===== src/design/huffman_code_table_builder_assert.svh =====
// Assertion macros for the Huffman code table builder.
`ifndef HUFFMAN_CODE_TABLE_BUILDER_ASSERT_SVH
`define HUFFMAN_CODE_TABLE_BUILDER_ASSERT_SVH
`define HCTB_ASSERT_IMPL(lbl, a, c) \
	lbl: assert property (@(posedge clk) disable iff (!arst_n) (a) |-> (c)) \
		else $error("huffman code table builder check failed");
`define HCTB_ASSERT_NEXT(lbl, a, c) \
	lbl: assert property (@(posedge clk) disable iff (!arst_n) (a) |=> (c)) \
		else $error("huffman code table builder check failed");
`endif


===== src/design/hctb_ram.sv =====
module hctb_ram #(
	parameter int WIDTH = 8,
	parameter int DEPTH = 16
) (
	input  logic                     clk,
	input  logic                     we,
	input  logic [$clog2(DEPTH)-1:0] waddr,
	input  logic [WIDTH-1:0]         wdata,
	input  logic [$clog2(DEPTH)-1:0] raddr,
	output logic [WIDTH-1:0]         rdata
);
	logic [WIDTH-1:0] mem [DEPTH];

	always_ff @(posedge clk) begin
		if (we) begin
			mem[waddr] <= wdata;
		end
		rdata <= mem[raddr];
	end
endmodule


===== config.mk =====
export PLATFORM = sky130hd
export DESIGN_NAME = hctb_ram
export DESIGN_NICKNAME = d
export VERILOG_FILES = /design/src/design/huffman_code_table_builder_assert.svh /design/src/design/hctb_ram.sv
export SDC_FILE = /design/constraint.sdc
export NUM_CORES = 1
export LEC_CHECK = 0
export BUFFER_PORTS_ARGS = -buffer_cell sky130_fd_sc_hd__buf_2
export CAP_MARGIN = 30
export CORE_MARGIN = 1
export CORE_UTILIZATION = 50
export DETAILED_ROUTE_END_ITERATION = 16
export GPL_TIMING_DRIVEN = 0
export PLACE_DENSITY = 0.67
export SYNTH_ARGS = -nofsm -noshare
export SYNTH_HDL_FRONTEND = slang
export SYNTH_SLANG_ARGS = --single-unit

===== constraint.sdc =====
create_clock -name clk -period 2.37 [get_ports clk]
set_clock_uncertainty 0.2 [all_clocks]
set_input_delay 0 -clock clk [delete_from_list [all_inputs] [get_ports clk]]
set_output_delay 0 -clock clk [all_outputs]
set_load 0.005 [all_outputs]

==> impl_metrics.ini, run 1 <==
[power]
powerDensity_mw_per_mm2 = 914
ir_worst_vdd_mv = 0.471
leakagePower_nw = 2.16

[sta]
setup_viol = 0
timing.setup.tns_ns = 0
relSlewSlack = 0.427
maxSlewViolCount = 0
fmax_ghz = 0.469
post-route-period-util = 0.899
finalHoldViolations = 0
rsz0062_at_grt = false
worst_pin_slew_ns = 0.857
fin_crit_ns = 2.13

[setup_path]
critical_path.top_delay_family = buffers and inverters
worstSetupStartpointType = input pin
cpPeakStageDelay_ns = 0.69
crit_top_cell = dlygate4sd3_1
arrival_ns = 2.14
crit_path_end_kind = flop
path_buf_inv = 3
worstPathMaxFanout = 4
cp_slowest_cell = dlygate4sd3_1
path_class = input pin to flop
crit_chain = dlygate4sd3_1 -> buf_2 -> or3b_2 -> nor3_1 -> dlygate4sd3_1
cp.required_ns = 2.38

[logic_synthesis]
yosys.area.top_type = edfxtp_1
synth-async-reset-ratio = 0
synth_top_area_frac = 0.747
synth.distinct_cells = 19
synth_common_cells = 128 x edfxtp_1, 18 x mux4_2, 16 x a22oi_1, 14 x mux4_1, 13 x nor2_1
synth_edf_count = 128
synth_nets = 247
yosysMostFrequentCell = edfxtp_1
avgSynthCellArea_um2 = 22.5
synth_area_leaders = edfxtp_1 75%, mux4_2 7.9%, mux4_1 7.1%
ys_warn_count = 0
ys.flop_type = edfxtp_1
synth-seq-cells = 136
synthCells = 229
seq_area_frac_synth = 0.778
netlist_area_mm2 = 0.00515

[placed_design]
gp_congestion = 0.707
dp.final_hpwl_mm = 5.90
postPlaceCellArea_mm2 = 0.00546
dp.cells = 390
port_buffers = 24

[global_route]
track_usage = 0.213
antenna_found_initial = 0
grt_pass1_vias = 2440
grt_overflow = 0
grt_max_degree = 17
grt_pass1_wl_mm = 14.7

[layout]
final_util = 0.638
fin_area_mm2 = 0.00630
antennaDiodeCount = 0
finalNetCount = 315
area_growth_syn_to_layout_pct = 22.3
final_cells = 443
drive_above_1_share = 0.274

[routing]
drtIter0Drc = 224
wl_mm = 10.0
ant_nets = 0
drc = 0
vias = 2451
wl_per_cell_um = 22.7
vias_per_cell = 5.53
drt_pre_antenna_iters = 4

[clocking]
h-tree-depth = 4
clkTransAtPathRegs_ns = 0.06
cts_tree = done
numCtsBuffers = 17
clk_latency_ns = 0.52
cts-root-buf = clkbuf_8
cts_sinks = 136
cts.path.max_buffers = 2
post_cts.repair.setup_buffers = 0

[floorplanning]
die_area_mm2 = 0.0107
start_util = 0.522
rows = 36
die_y_um = 103
coreArea_mm2 = 0.00986
num_io_pins = 26
die_width_um = 103

[run_status]
status = completed

[job]
drv_cap = 0

[worst_hold_path]
min_path_type = input pin to flop
## logic make-up after synthesis
family | after synthesis | synth area share
buffers and inverters | 10 | 0.0168
muxes | 32 | 0.150
DFF | 136 | 0.778
and+or+nand+nor | 35 | 0.0318
AOI/OAI and AO/OA | 16 | 0.0233
## cell type report
cell class | instances | area, µm²
sequential | 136 | 4000
fill | 662 | 3570
multi-input combinational | 83 | 1060
clock buffer | 19 | 422
timing repair buffer | 49 | 358
clock inverter | 13 | 203
tap | 133 | 166
buffer | 10 | 86.3
## per-layer routing
layer / vias to the layer above / global-route usage / routed length, µm
met4: 0 / 0.105 / 193
met5: - / 0 / 0
met3: 10 / 0.0524 / 604
met2: 85 / 0.317 / 4920
met1: 1247 / 0.298 / 4330
li1: 1109 / - / -
## stage by stage
| step | worst slack (ns) | hold WS, ns | power, mW |
|---|---|---|---|
| 4_1_cts | 0.282 | 0.216 | 5.78 |
| 5_1_grt | 0.163 | 0.238 | 5.91 |
| 3_3_place_gp | 0.101 | 0.176 | 3.00 |
| 3_5_place_dp | 0.475 | 0.176 | 3.01 |
| 6_report | 0.239 | 0.230 | 5.76 |
| 2_1_floorplan | 0.677 | -0.101 | 2.89 |
## final timing paths
path | from | to | slack (ns) | cells after the start
hold reg to reg | mem[11][3] | rdata[3] | 0.49 | 3
setup / recovery | waddr[2] | mem[0][5] | 0.24 | 5
setup reg to reg | mem[3][7] | rdata[7] | 0.31 | 4
hold / removal | wdata[6] | mem[6][6] | 0.23 | 2
## state kept, by name (all words and copies together), names as in the netlist
name and count:
mem 128, rdata 8
## layout by cell type (no fill, tap or decap), drive strengths merged
cell type	n
a22oi	16
and2	1
and2b	1
buf	35
bufinv	5
clkbuf	19
clkdlybuf4s25	3
clkinv	8
dfxtp	8
dlygate4sd3	21
edfxtp	128
mux4	32
nand2	9
nand2b	2
nand3	1
nand3b	2
nor2	13
nor2b	1
nor3	4
or3b	1
## timing repair
action | CTS | global route
hold buffers | 21 | 0
setup endpoints to repair | 0 | 0
endpoints found under the hold margin | 258 | 0
gates resized for setup | 0 | 0
## power breakdown
part | switching (mW) | internal, mW
registers | 0.0120 | 2.69
logic | 0.153 | 0.129
clock network | 0.964 | 1.81
No activity file was read; power rests on OpenSTA's default activity.
==> run 2, diff against run 1 <==
--- a/config.mk
+++ b/config.mk
@@ -7,11 +7,10 @@
 export LEC_CHECK = 0
 export BUFFER_PORTS_ARGS = -buffer_cell sky130_fd_sc_hd__buf_2
 export CAP_MARGIN = 30
-export CORE_MARGIN = 1
-export CORE_UTILIZATION = 50
+export CORE_UTILIZATION = 55
 export DETAILED_ROUTE_END_ITERATION = 16
 export GPL_TIMING_DRIVEN = 0
-export PLACE_DENSITY = 0.67
+export PLACE_DENSITY = 0.73
 export SYNTH_ARGS = -nofsm -noshare
 export SYNTH_HDL_FRONTEND = slang
 export SYNTH_SLANG_ARGS = --single-unit
==> run 2 against run 1 <==
  * Total power down 5.5%
  * Clock power shrank 11%
  * Largest cell class unchanged
  * Design area is 1.5% lower
  * Setup slack worse by 0.045 ns
  * Maximum frequency decreased by 2.1%
  * Wire length fell by 5.1%
  * Register-to-register slack gained 0.07 ns
  * Critical path depth increased by 1
  * Die area fell by 8.9%
  * Combinational power barely moved
==> impl_metrics.ini, run 2 (synthesis results as in run 1) <==
[run_status]
status = completed

[global_route]
antenna_found_initial = 0
grt_overflow = 0
track_usage = 0.215
grt_max_degree = 17
grt_pass1_wl_mm = 14.3
grt_pass1_vias = 2537

[floorplanning]
die_y_um = 98.7
coreArea_mm2 = 0.00889
num_io_pins = 26
start_util = 0.579
rows = 34
die_width_um = 98.7
die_area_mm2 = 0.00975

[sta]
maxSlewViolCount = 0
timing.setup.tns_ns = 0
finalHoldViolations = 0
fin_hold_ws_ns = 0.224
relSlewSlack = 0.423
fmax_ghz = 0.459
worst_pin_slew_ns = 0.858
fin_ws_ns = 0.193
rsz0062_at_grt = false
post-route-period-util = 0.918
setup_viol = 0
fin_crit_ns = 2.18

[layout]
area_growth_syn_to_layout_pct = 20.5
drive_above_1_share = 0.277
top_regs = mem x128, rdata x8
antennaDiodeCount = 0
finalNetCount = 315
final_util = 0.698
top_register = mem
final_cells = 418
multiInputGateArea_mm2 = 0.00106
largest_reg_flops = 128
seqCellArea_mm2 = 0.00400
fin_area_mm2 = 0.00620
nFillCells = 537
layout_common_cells = 128 x edfxtp_1, 29 x buf_2, 21 x dlygate4sd3_1
layout_commonest_cell = edfxtp_1

[clocking]
cts_sinks = 136
cts.path.max_buffers = 2
h-tree-depth = 4
clkTransAtPathRegs_ns = 0.06
numCtsBuffers = 17
post_cts.repair.setup_buffers = 0
cts-root-buf = clkbuf_8
clk_latency_ns = 0.51
cts_resized = 0
hold_buffers = 21
cts_tree = done

[job]
drv_cap = 0

[worst_hold_path]
min_path_type = input pin to flop
min_from = wdata[6]

[setup_path]
cp.required_ns = 2.40
crit_path_end_kind = flop
crit_start = we
worstSetupStartpointType = input pin
path_class = input pin to flop
arrival_ns = 2.20
r2r_start = mem[2][7]
reg2reg_setup_slack_ns = 0.38
worstPathMaxFanout = 5

[routing]
wl_per_cell_um = 22.8
drt_pre_antenna_iters = 4
vias = 2506
ant_nets = 0
wl_mm = 9.54
vias_per_cell = 6.00
drc = 0
drtIter0Drc = 292

[power]
p_total_mw = 5.44
ir_worst_vdd_mv = 0.598
powerDensity_mw_per_mm2 = 877
leakagePower_nw = 2.14

[placed_design]
dp.cells = 365
pre_cts_slack_ns = 0.304
gp_congestion = 0.693
port_buffers = 24
dp.final_hpwl_mm = 5.86
postPlaceCellArea_mm2 = 0.00543
[run 2: cell types whose count changed in the layout (fill, tap and decap cells not counted), sizes merged]
cell	before	now
bufinv	5	2
clkbuf	19	22
[run 2: area by class of cell]
cell class              instances  share of cell area
flip-flops and latches        136               0.645
multi-input cells              83               0.170
clock buffers                  22              0.0746
repair buffers                 49              0.0573
well taps                     108              0.0218
clock inverters                10              0.0165
plain buffers                  10              0.0139
[run 2: layer usage]
metal,track usage,part of all wire
met4,0.0930,0.022
met5,0,0
met1,0.303,0.43
met3,0.0468,0.055
met2,0.329,0.49
[run 2: critical path, cell delays in order]
cell and delay (ns):
dlygate4sd3_1 0.52, buf_2 0.12, nand3_1 0.08, dlygate4sd3_1 0.61, nor3_1 0.60, buf_4 0.26
[run 2: power by group]
part | leakage, nW | switching (mW) | internal [mW]
Combinational | 0.626 | 0.149 | 0.129
Sequential | 1.22 | 0.0123 | 2.69
Clock | 0.286 | 0.893 | 1.56
[run 2: worst paths after layout]
check	cells past startpoint	to
min reg2reg	3	rdata[3]
max	6	mem[12][2]
min	2	mem[7][6]
max reg2reg	4	rdata[7]
